## src/rtl/msfd_pkg.sv

```systemverilog
// shared constants for the multi-server fifo dispatch block
package msfd_pkg;

  localparam int TIME_FIELDS = 4;   // service-time fields per input item
  localparam int ARR_W       = 4;
  localparam int DUR_W       = 4;
  localparam int ID_W        = 5;
  localparam int TICK_W      = 16;
  localparam int QLEN_W      = 5;
  localparam int SIDX_W      = 2;
  localparam int SC_W        = 3;
  localparam int MQL_W       = 5;
  localparam int WIN_W       = 16;
  localparam int ADDR_W      = 4;
  localparam int DATA_W      = 32;

  localparam logic [ID_W-1:0] ID_LAST = 5'd25;

  // register index, taken from paddr[3:2]
  localparam logic [1:0] REG_SERVER_COUNT   = 2'd0;
  localparam logic [1:0] REG_MAX_QUEUE_LEN  = 2'd1;
  localparam logic [1:0] REG_ARRIVAL_WINDOW = 2'd2;

  localparam logic [SC_W-1:0]  SC_RESET  = 3'd4;
  localparam logic [MQL_W-1:0] MQL_RESET = 5'd16;
  localparam logic [WIN_W-1:0] WIN_RESET = 16'd10;

endpackage

```

## src/rtl/multi_server_fifo_dispatch.sv

```systemverilog
// tick-driven waiting line feeding several servers, line held in a sync ram
//
//  channel | direction | handshake          | payload
//  in_     | input     | in_valid/in_ready  | arrivals, service_time_0..3
//  out_    | output    | out_valid/out_ready| server_index, server_busy, customer_id,
//          |           |                    | queue_length, all_idle, last
//  apb     | input     | psel/penable/pready| paddr, pwdata, prdata
//
// one item (tick) at a time: accept, free the servers whose service ends,
// enqueue the arrivals (only while the tick is inside the window, leaving the
// phase once the line is full), check each server in use and give a free one
// the line head read from the ram, then emit one result per server; out_ready
// stalls can hold each result. the next item is taken while the last result
// still waits in the output reg. rst_n is synchronous; no clearing pass, the
// line ram is only read where written.
module multi_server_fifo_dispatch #(
  parameter int MAX_SERVERS = 4,
  parameter int QUEUE_DEPTH = 16
) (
  input  logic                           clk,
  input  logic                           rst_n,
  input  logic                           in_valid,
  output logic                           in_ready,
  input  logic [msfd_pkg::ARR_W-1:0]     in_arrivals,
  input  logic [msfd_pkg::DUR_W-1:0]     in_service_time_0,
  input  logic [msfd_pkg::DUR_W-1:0]     in_service_time_1,
  input  logic [msfd_pkg::DUR_W-1:0]     in_service_time_2,
  input  logic [msfd_pkg::DUR_W-1:0]     in_service_time_3,
  output logic                           out_valid,
  input  logic                           out_ready,
  output logic [msfd_pkg::SIDX_W-1:0]    out_server_index,
  output logic                           out_server_busy,
  output logic [msfd_pkg::ID_W-1:0]      out_customer_id,
  output logic [msfd_pkg::QLEN_W-1:0]    out_queue_length,
  output logic                           out_all_idle,
  output logic                           out_last,
  input  logic                           psel,
  input  logic                           penable,
  input  logic                           pwrite,
  input  logic [msfd_pkg::ADDR_W-1:0]    paddr,
  input  logic [msfd_pkg::DATA_W-1:0]    pwdata,
  output logic [msfd_pkg::DATA_W-1:0]    prdata,
  output logic                           pready
);

  localparam int NSRV = (MAX_SERVERS < msfd_pkg::TIME_FIELDS) ? MAX_SERVERS
                                                              : msfd_pkg::TIME_FIELDS;
  localparam int SW   = (NSRV > 1) ? $clog2(NSRV) : 1;
  localparam int AW   = $clog2(QUEUE_DEPTH);
  localparam int CW   = $clog2(QUEUE_DEPTH + 1);
  localparam int LW   = (CW > msfd_pkg::MQL_W) ? CW : msfd_pkg::MQL_W;

  typedef enum logic [2:0] {
    ST_IDLE, ST_FREE, ST_ENQ, ST_CHK, ST_ASG, ST_EMIT
  } state_t;

  state_t state_r;

  // configuration
  logic [msfd_pkg::SC_W-1:0]  server_count_r;
  logic [msfd_pkg::MQL_W-1:0] max_queue_len_r;
  logic [msfd_pkg::WIN_W-1:0] arrival_window_r;

  // per-item and server state
  logic [msfd_pkg::TICK_W-1:0] tick_r;
  logic [msfd_pkg::ARR_W-1:0]  arr_left_r;
  logic [msfd_pkg::DUR_W-1:0]  svc_r [msfd_pkg::TIME_FIELDS];
  logic [SW-1:0]               srv_r;
  logic                        busy_r [NSRV];
  logic [msfd_pkg::TICK_W-1:0] end_r  [NSRV];
  logic [msfd_pkg::ID_W-1:0]   cust_r [NSRV];

  // waiting line
  logic [msfd_pkg::ID_W-1:0]   line_mem [QUEUE_DEPTH];
  logic [msfd_pkg::ID_W-1:0]   rdata_r;
  logic [AW-1:0]               head_r;
  logic [CW-1:0]               count_r;
  logic [msfd_pkg::ID_W-1:0]   next_id_r;

  logic [SW:0]                 n_use;
  logic [LW-1:0]               mql_ext;
  logic [LW-1:0]               lim;
  logic                        room;
  logic [AW:0]                 pos_sum;
  logic [AW-1:0]               wr_addr;
  logic                        wr_en;
  logic                        last_srv;
  logic                        idle;
  logic [msfd_pkg::DUR_W-1:0]  dur_raw;
  logic [msfd_pkg::DUR_W-1:0]  dur;
  logic                        out_free;

  // servers in use, clamped to 1..NSRV
  always_comb begin
    if (server_count_r == '0) begin
      n_use = (SW+1)'(1);
    end else if (32'(server_count_r) > NSRV) begin
      n_use = (SW+1)'(NSRV);
    end else begin
      n_use = (SW+1)'(server_count_r);
    end
  end

  assign mql_ext = LW'(max_queue_len_r);
  assign lim     = (mql_ext > LW'(QUEUE_DEPTH)) ? LW'(QUEUE_DEPTH) : mql_ext;
  assign room    = LW'(count_r) < lim;

  // tail position, wraps at the line depth
  assign pos_sum = {1'b0, head_r} + (AW+1)'(count_r);
  assign wr_addr = (pos_sum >= (AW+1)'(QUEUE_DEPTH)) ?
                   AW'(pos_sum - (AW+1)'(QUEUE_DEPTH)) : AW'(pos_sum);
  assign wr_en   = (state_r == ST_ENQ) && room;

  assign last_srv = ((SW+1)'(srv_r) + (SW+1)'(1)) == n_use;
  assign dur_raw  = svc_r[msfd_pkg::SIDX_W'(srv_r)];
  assign dur      = (dur_raw == '0) ? msfd_pkg::DUR_W'(1) : dur_raw;
  assign out_free = !out_valid || out_ready;

  always_comb begin
    idle = 1'b1;
    for (int i = 0; i < NSRV; i++) begin
      if (i < 32'(n_use) && busy_r[i]) begin
        idle = 1'b0;
      end
    end
  end

  assign in_ready = (state_r == ST_IDLE);
  assign pready   = 1'b1;

  // line ram: one write port, registered read of the head
  always_ff @(posedge clk) begin
    if (wr_en) begin
      line_mem[wr_addr] <= next_id_r;
    end
    rdata_r <= line_mem[head_r];
  end

  // configuration registers
  always_ff @(posedge clk) begin
    if (!rst_n) begin
      server_count_r   <= msfd_pkg::SC_RESET;
      max_queue_len_r  <= msfd_pkg::MQL_RESET;
      arrival_window_r <= msfd_pkg::WIN_RESET;
    end else if (psel && penable && pwrite) begin
      case (paddr[3:2])
        msfd_pkg::REG_SERVER_COUNT:   server_count_r   <= pwdata[msfd_pkg::SC_W-1:0];
        msfd_pkg::REG_MAX_QUEUE_LEN:  max_queue_len_r  <= pwdata[msfd_pkg::MQL_W-1:0];
        msfd_pkg::REG_ARRIVAL_WINDOW: arrival_window_r <= pwdata[msfd_pkg::WIN_W-1:0];
        default: ;
      endcase
    end
  end

  always_comb begin
    case (paddr[3:2])
      msfd_pkg::REG_SERVER_COUNT:   prdata = msfd_pkg::DATA_W'(server_count_r);
      msfd_pkg::REG_MAX_QUEUE_LEN:  prdata = msfd_pkg::DATA_W'(max_queue_len_r);
      msfd_pkg::REG_ARRIVAL_WINDOW: prdata = msfd_pkg::DATA_W'(arrival_window_r);
      default:                      prdata = '0;
    endcase
  end

  // sequencer
  always_ff @(posedge clk) begin
    if (!rst_n) begin
      state_r    <= ST_IDLE;
      tick_r     <= '0;
      arr_left_r <= '0;
      srv_r      <= '0;
      head_r     <= '0;
      count_r    <= '0;
      next_id_r  <= '0;
      out_valid  <= 1'b0;
      for (int i = 0; i < NSRV; i++) begin
        busy_r[i] <= 1'b0;
        end_r[i]  <= '0;
        cust_r[i] <= '0;
      end
    end else begin
      // the emit state loads the next result itself
      if (out_valid && out_ready && state_r != ST_EMIT) begin
        out_valid <= 1'b0;
      end
      case (state_r)
        ST_IDLE: begin
          if (in_valid) begin
            arr_left_r <= (tick_r < arrival_window_r) ? in_arrivals : '0;
            svc_r[0]   <= in_service_time_0;
            svc_r[1]   <= in_service_time_1;
            svc_r[2]   <= in_service_time_2;
            svc_r[3]   <= in_service_time_3;
            state_r    <= ST_FREE;
          end
        end
        ST_FREE: begin
          for (int i = 0; i < NSRV; i++) begin
            if (i < 32'(n_use) && busy_r[i] && end_r[i] == tick_r) begin
              busy_r[i] <= 1'b0;
            end
          end
          srv_r   <= '0;
          state_r <= (arr_left_r != '0) ? ST_ENQ : ST_CHK;
        end
        ST_ENQ: begin
          if (room) begin
            next_id_r <= (next_id_r >= msfd_pkg::ID_LAST) ? '0 : next_id_r + 1'b1;
            count_r   <= count_r + 1'b1;
          end
          arr_left_r <= arr_left_r - 1'b1;
          // a full line stays full for the rest of the enqueue phase
          if (arr_left_r == msfd_pkg::ARR_W'(1) || !room) begin
            state_r <= ST_CHK;
          end
        end
        ST_CHK: begin
          // head read is in flight this cycle, assignment uses it next cycle
          if (!busy_r[srv_r] && count_r != '0) begin
            state_r <= ST_ASG;
          end else if (last_srv) begin
            srv_r   <= '0;
            state_r <= ST_EMIT;
          end else begin
            srv_r <= srv_r + 1'b1;
          end
        end
        ST_ASG: begin
          cust_r[srv_r] <= rdata_r;
          end_r[srv_r]  <= tick_r + msfd_pkg::TICK_W'(dur);
          busy_r[srv_r] <= 1'b1;
          head_r        <= (32'(head_r) == QUEUE_DEPTH - 1) ? '0 : head_r + 1'b1;
          count_r       <= count_r - 1'b1;
          if (last_srv) begin
            srv_r   <= '0;
            state_r <= ST_EMIT;
          end else begin
            srv_r   <= srv_r + 1'b1;
            state_r <= ST_CHK;
          end
        end
        ST_EMIT: begin
          if (out_free) begin
            out_valid        <= 1'b1;
            out_server_index <= msfd_pkg::SIDX_W'(srv_r);
            out_server_busy  <= busy_r[srv_r];
            out_customer_id  <= busy_r[srv_r] ? cust_r[srv_r] : '0;
            out_queue_length <= msfd_pkg::QLEN_W'(count_r);
            out_all_idle     <= idle;
            out_last         <= last_srv;
            if (last_srv) begin
              tick_r  <= tick_r + 1'b1;
              state_r <= ST_IDLE;
            end else begin
              srv_r <= srv_r + 1'b1;
            end
          end
        end
        default: state_r <= ST_IDLE;
      endcase
    end
  end

endmodule

```

## config.mk

```make
export PLATFORM = sky130hd
export DESIGN_NAME = multi_server_fifo_dispatch
export DESIGN_NICKNAME = d
export VERILOG_FILES = /design/src/rtl/msfd_pkg.sv /design/src/rtl/multi_server_fifo_dispatch.sv
export SDC_FILE = /design/constraint.sdc
export NUM_CORES = 1
export LEC_CHECK = 0
export ABC_AREA = 1
export BUFFER_PORTS_ARGS = -buffer_cell sky130_fd_sc_hd__buf_2
export CELL_PAD_IN_SITES_DETAIL_PLACEMENT = 0
export CELL_PAD_IN_SITES_GLOBAL_PLACEMENT = 1
export CORE_MARGIN = 5
export CORE_UTILIZATION = 50
export DETAILED_ROUTE_END_ITERATION = 8
export GPL_TIMING_DRIVEN = 1
export HOLD_SLACK_MARGIN = 0.03
export PLACE_DENSITY = 0.91
export RECOVER_POWER = 25
export SETUP_SLACK_MARGIN = 0.2
export SLEW_MARGIN = 5
export SYNTH_ARGS = -nofsm -noshare
export SYNTH_HDL_FRONTEND = slang
export SYNTH_SLANG_ARGS = --single-unit
```

## constraint.sdc

```tcl
create_clock -name clk -period 7.5 [get_ports clk]
set_input_delay 1.5 -clock clk [delete_from_list [all_inputs] [get_ports clk]]
set_output_delay 1.5 -clock clk [all_outputs]
set_load 0.02 [all_outputs]
```

==> impl_metrics.sql <==
INSERT INTO impl_metrics (metric_group, metric, value, unit) VALUES
('status', 'run_status', 'finished, violations left', ''),
('status', 'failed_checks', 'max-capacitance violations, max-slew violations', ''),
('placed_design', 'place.port_buffers', '77', ''),
('final_layout', 'multiInputGateArea', '0.00496', 'mm^2'),
('setup_path', 'critPathLaunchType', 'input port', ''),
('setup_path', 'crit_path_max_fanout', '48', ''),
('power', 'pwr_density_cell', '298', 'mW/mm^2'),
('timing', 'min_period_over_period', '0.733', ''),
('setup_path', 'path_buf_inv', '5', ''),
('global_routing', 'grt_first_pass_wirelength', '50500', 'um'),
('timing', 'layout_min_cycle_time', '5500', 'ps'),
('clocking', 'cts_buffers', '29', ''),
('placed_design', 'preCtsSetupSlack', '2750', 'ps'),
('drt', 'vias', '9772', ''),
('die', 'rows', '59', ''),
('synthesis', 'synth_area_per_cell', '9.40', 'um^2'),
('drt', 'drc', '0', ''),
('global_routing', 'number_of_global_route_vias_before_repair', '9395', ''),
('synthesis', 'synth_area', '0.0131', 'mm^2'),
('setup_path', 'crit_path_end_kind', 'flip-flop', ''),
('clocking', 'ctsHoldBuffers', '0', ''),
('die', 'start_util', '0.505', ''),
('setup_path', 'max_stage_delay', '1540', 'ps'),
('power', 'vdd_ir_drop_max', '0.000234', 'V'),
('setup_path', 'critPathMostFrequentCell', 'sky130_fd_sc_hd__nand2_1', ''),
('timing', 'rsz_0062_raised_after_global_routing', 'no', ''),
('drt', 'drtPass1Iterations', '5', ''),
('clocking', 'clk_pin_slew_worst_paths', '70', 'ps'),
('synthesis', 'synthesis.instances', '1395', ''),
('final_layout', 'final_nets', '1564', ''),
('hold_path', 'whs_path_depth', '2', ''),
('timing', 'totalNegativeSetupSlack', '0', 'ps'),
('clocking', 'cts_sinks', '270', ''),
('synthesis', 'ys.flop_type', 'sky130_fd_sc_hd__edfxtp_1', ''),
('final_layout', 'layout-drive-gt1-share', '0.121', ''),
('die', 'boundaryPins', '113', ''),
('timing', 'maxSlewViolCount', '49', ''),
('die', 'core', '0.0260', 'mm^2'),
('timing', 'clock.fmax', '0.182', 'GHz'),
('clocking', 'clkLatencyLatePin', '560', 'ps'),
('clocking', 'tritoncts', 'yes', ''),
('synthesis', 'synth-edff-count', '195', ''),
('global_routing', 'global_route.peak_usage_layer', 'met2', ''),
('setup_path', 'cp_cell_sequence', 'buf_2 -> clkbuf_1 -> inv_1 -> nor2_2 -> buf_4 -> inv_2 -> nor2_4 -> nand2_1 -> nand2_1', ''),
('setup_path', 'timing.reg2reg.worst_path_depth', '12', ''),
('power', 'p_leak', '0.00590', 'uW'),
('setup_path', 'worstSetupPathType', 'input port to flip-flop', ''),
('final_layout', 'insertedDiodeCount', '0', ''),
('placed_design', 'detailedPlacementHpwl', '22300', 'um'),
('global_routing', 'globalRouteMet1Util', '0.298', ''),
('setup_path', 'critical-path-top-delay-family', 'buffers and inverters', ''),
('global_routing', 'grt_use_met2', '0.367', ''),
('drt', 'post_drt_via_cell_ratio', '5.38', ''),
('final_layout', 'syn_to_final_growth', '12.1', '%'),
('clocking', 'htreeDepth', '1', ''),
('timing', 'final.setup_skew', '15.3', 'ps'),
('power', 'fin_total_pwr', '4390', 'uW'),
('global_routing', 'grt_util_all_layers', '0.218', ''),
('final_layout', 'fin_util', '0.566', ''),
('clocking', 'post_cts_resize_count', '0', ''),
('setup_path', 'cp.depth', '9', ''),
('drt', 'dr.first_iter.drc_count', '891', ''),
('clocking', 'ctsRootBufferMaster', 'sky130_fd_sc_hd__clkbuf_16', ''),
('global_routing', 'global_route.overflow_total', '0', ''),
('clocking', 'cts_setup_buffers', '0', ''),
('die', 'die_h', '172', 'um'),
('job', 'timing.max_cap.violations', '1', ''),
('final_layout', 'post-route-cell-area', '0.0147', 'mm^2'),
('timing', 'setup_viol_count_final', '0', ''),
('setup_path', 'cp.required', '7680', 'ps'),
('global_routing', 'grt_start_max_net_pins', '49', '');
-- cell usage in the layout, fill, tap and decap left out, types with 5 or more instances in the layout --
cell type / netlist / final
sky130_fd_sc_hd__ha_1: 40 / 40
sky130_fd_sc_hd__buf_4: 18 / 8
sky130_fd_sc_hd__nor2_1: 263 / 263
sky130_fd_sc_hd__clkbuf_1: 24 / 5
sky130_fd_sc_hd__o32ai_1: 10 / 10
sky130_fd_sc_hd__nand3_1: 67 / 67
sky130_fd_sc_hd__o22ai_1: 12 / 12
sky130_fd_sc_hd__or2_2: 6 / 6
sky130_fd_sc_hd__clkinv_1: 1 / 5
sky130_fd_sc_hd__nand2_2: 12 / 12
sky130_fd_sc_hd__buf_2: 22 / 76
sky130_fd_sc_hd__o211ai_1: 15 / 15
sky130_fd_sc_hd__nand4_1: 13 / 13
sky130_fd_sc_hd__dfxtp_1: 75 / 75
sky130_fd_sc_hd__clkinv_2: 0 / 5
sky130_fd_sc_hd__nor3_1: 13 / 11
sky130_fd_sc_hd__nand2_1: 206 / 206
sky130_fd_sc_hd__a21oi_2: 11 / 11
sky130_fd_sc_hd__xnor2_1: 34 / 34
sky130_fd_sc_hd__inv_2: 7 / 7
sky130_fd_sc_hd__bufinv_16: 0 / 6
sky130_fd_sc_hd__a21oi_1: 55 / 55
sky130_fd_sc_hd__edfxtp_1: 195 / 195
sky130_fd_sc_hd__conb_1: 2 / 17
sky130_fd_sc_hd__o21ai_0: 101 / 102
sky130_fd_sc_hd__clkbuf_16: 0 / 29
sky130_fd_sc_hd__xor2_1: 35 / 35
sky130_fd_sc_hd__nor2_2: 5 / 5
sky130_fd_sc_hd__nand3b_1: 6 / 6
sky130_fd_sc_hd__inv_1: 122 / 122
-- stage by stage --
step / cells / hold WS, ps
after global placement: 1762 / 477
final: 1816 / 493
after floorplan: 1410 / 444
after detailed placement: 1762 / 482
after global routing: 1816 / 514
after CTS: 1816 / 492
-- power by group --
group / leakage, uW / internal [uW] / switching, uW
clock: 0.000498 / 921 / 600
combinational: 0.00284 / 295 / 656
sequential: 0.00256 / 1780 / 135
-- area by class of cell --
| type | count | share of cell area |
|---|---|---|
| clock buffers | 32 | 0.0501 |
| clock inverters | 22 | 0.0196 |
| inverters | 131 | 0.0338 |
| multi-input cells | 940 | 0.337 |
| flip-flops and latches | 270 | 0.500 |
| well taps | 335 | 0.0285 |
| repair buffers | 86 | 0.0305 |
-- path summary, 6_finish.rpt --
check | startpoint | to | slack [ps]
setup / recovery | rst_n | end_r[2][8]$_SDFFCE_PN0P_ | 2000
hold / removal | busy_r[2]$_DFF_P_ | busy_r[2]$_DFF_P_ | 490
setup reg to reg | flip-flop | end_r[2][10]$_SDFFCE_PN0P_ | 3570
hold reg to reg | busy_r[2]$_DFF_P_ | busy_r[2]$_DFF_P_ | 490
-- cells in the mapped netlist, types with 3 or more instances --
| library cell | count | share of area |
|---|---|---|
| sky130_fd_sc_hd__a21oi_1 | 55 | 0.021 |
| sky130_fd_sc_hd__a21oi_2 | 11 | 0.0073 |
| sky130_fd_sc_hd__buf_1 | 4 | 0.0011 |
| sky130_fd_sc_hd__buf_2 | 22 | 0.0084 |
| sky130_fd_sc_hd__buf_4 | 18 | 0.010 |
| sky130_fd_sc_hd__clkbuf_1 | 24 | 0.0069 |
| sky130_fd_sc_hd__dfxtp_1 | 75 | 0.11 |
| sky130_fd_sc_hd__edfxtp_1 | 195 | 0.45 |
| sky130_fd_sc_hd__fa_1 | 3 | 0.0046 |
| sky130_fd_sc_hd__ha_1 | 40 | 0.038 |
| sky130_fd_sc_hd__inv_1 | 122 | 0.035 |
| sky130_fd_sc_hd__inv_2 | 7 | 0.0020 |
| sky130_fd_sc_hd__nand2_1 | 206 | 0.059 |
| sky130_fd_sc_hd__nand2_2 | 12 | 0.0057 |
| sky130_fd_sc_hd__nand3_1 | 67 | 0.026 |
| sky130_fd_sc_hd__nand3b_1 | 6 | 0.0034 |
| sky130_fd_sc_hd__nand4_1 | 13 | 0.0062 |
| sky130_fd_sc_hd__nor2_1 | 263 | 0.075 |
| sky130_fd_sc_hd__nor2_2 | 5 | 0.0024 |
| sky130_fd_sc_hd__nor3_1 | 13 | 0.0050 |
| sky130_fd_sc_hd__o211ai_1 | 15 | 0.0086 |
| sky130_fd_sc_hd__o21ai_0 | 101 | 0.039 |
| sky130_fd_sc_hd__o221ai_1 | 4 | 0.0027 |
| sky130_fd_sc_hd__o22ai_1 | 12 | 0.0057 |
| sky130_fd_sc_hd__o32ai_1 | 10 | 0.0067 |
| sky130_fd_sc_hd__or2_2 | 6 | 0.0029 |
| sky130_fd_sc_hd__xnor2_1 | 34 | 0.023 |
| sky130_fd_sc_hd__xor2_1 | 35 | 0.023 |
-- tightest hold or removal path, cell delays in order, from the launching register on --
cell and delay [ps]:
sky130_fd_sc_hd__dfxtp_1 330, sky130_fd_sc_hd__nand3_1 80, sky130_fd_sc_hd__nand2_1 40
-- sequential cells by signal (all words and copies together), names as in the netlist, 5 cells and up, named ones only --
name / flops
tick_r: 16
end_r: 64
count_r: 5
out_customer_id: 5
cust_r: 20
rdata_r: 5
max_queue_len_r: 5
arrival_window_r: 16
next_id_r: 5
line_mem: 80
out_queue_length: 5
svc_r: 16
-- logic make-up after synthesis --
logic type	share of synthesized area
AOI/OAI and AO/OA	0.0945
xor gates and xnor gates	0.0461
adders and majority gates	0.0427
buffers and inverters	0.0661
DFF	0.561
other	0.000572
and+or+nand+nor	0.189
-- metal layers --
layer	up-vias	share of wire
met2	312	0.48
met5	-	0
met3	64	0.065
li1	4776	-
met1	4620	0.43
met4	0	0.026
Note: power is estimated with default switching activity, not from simulation.
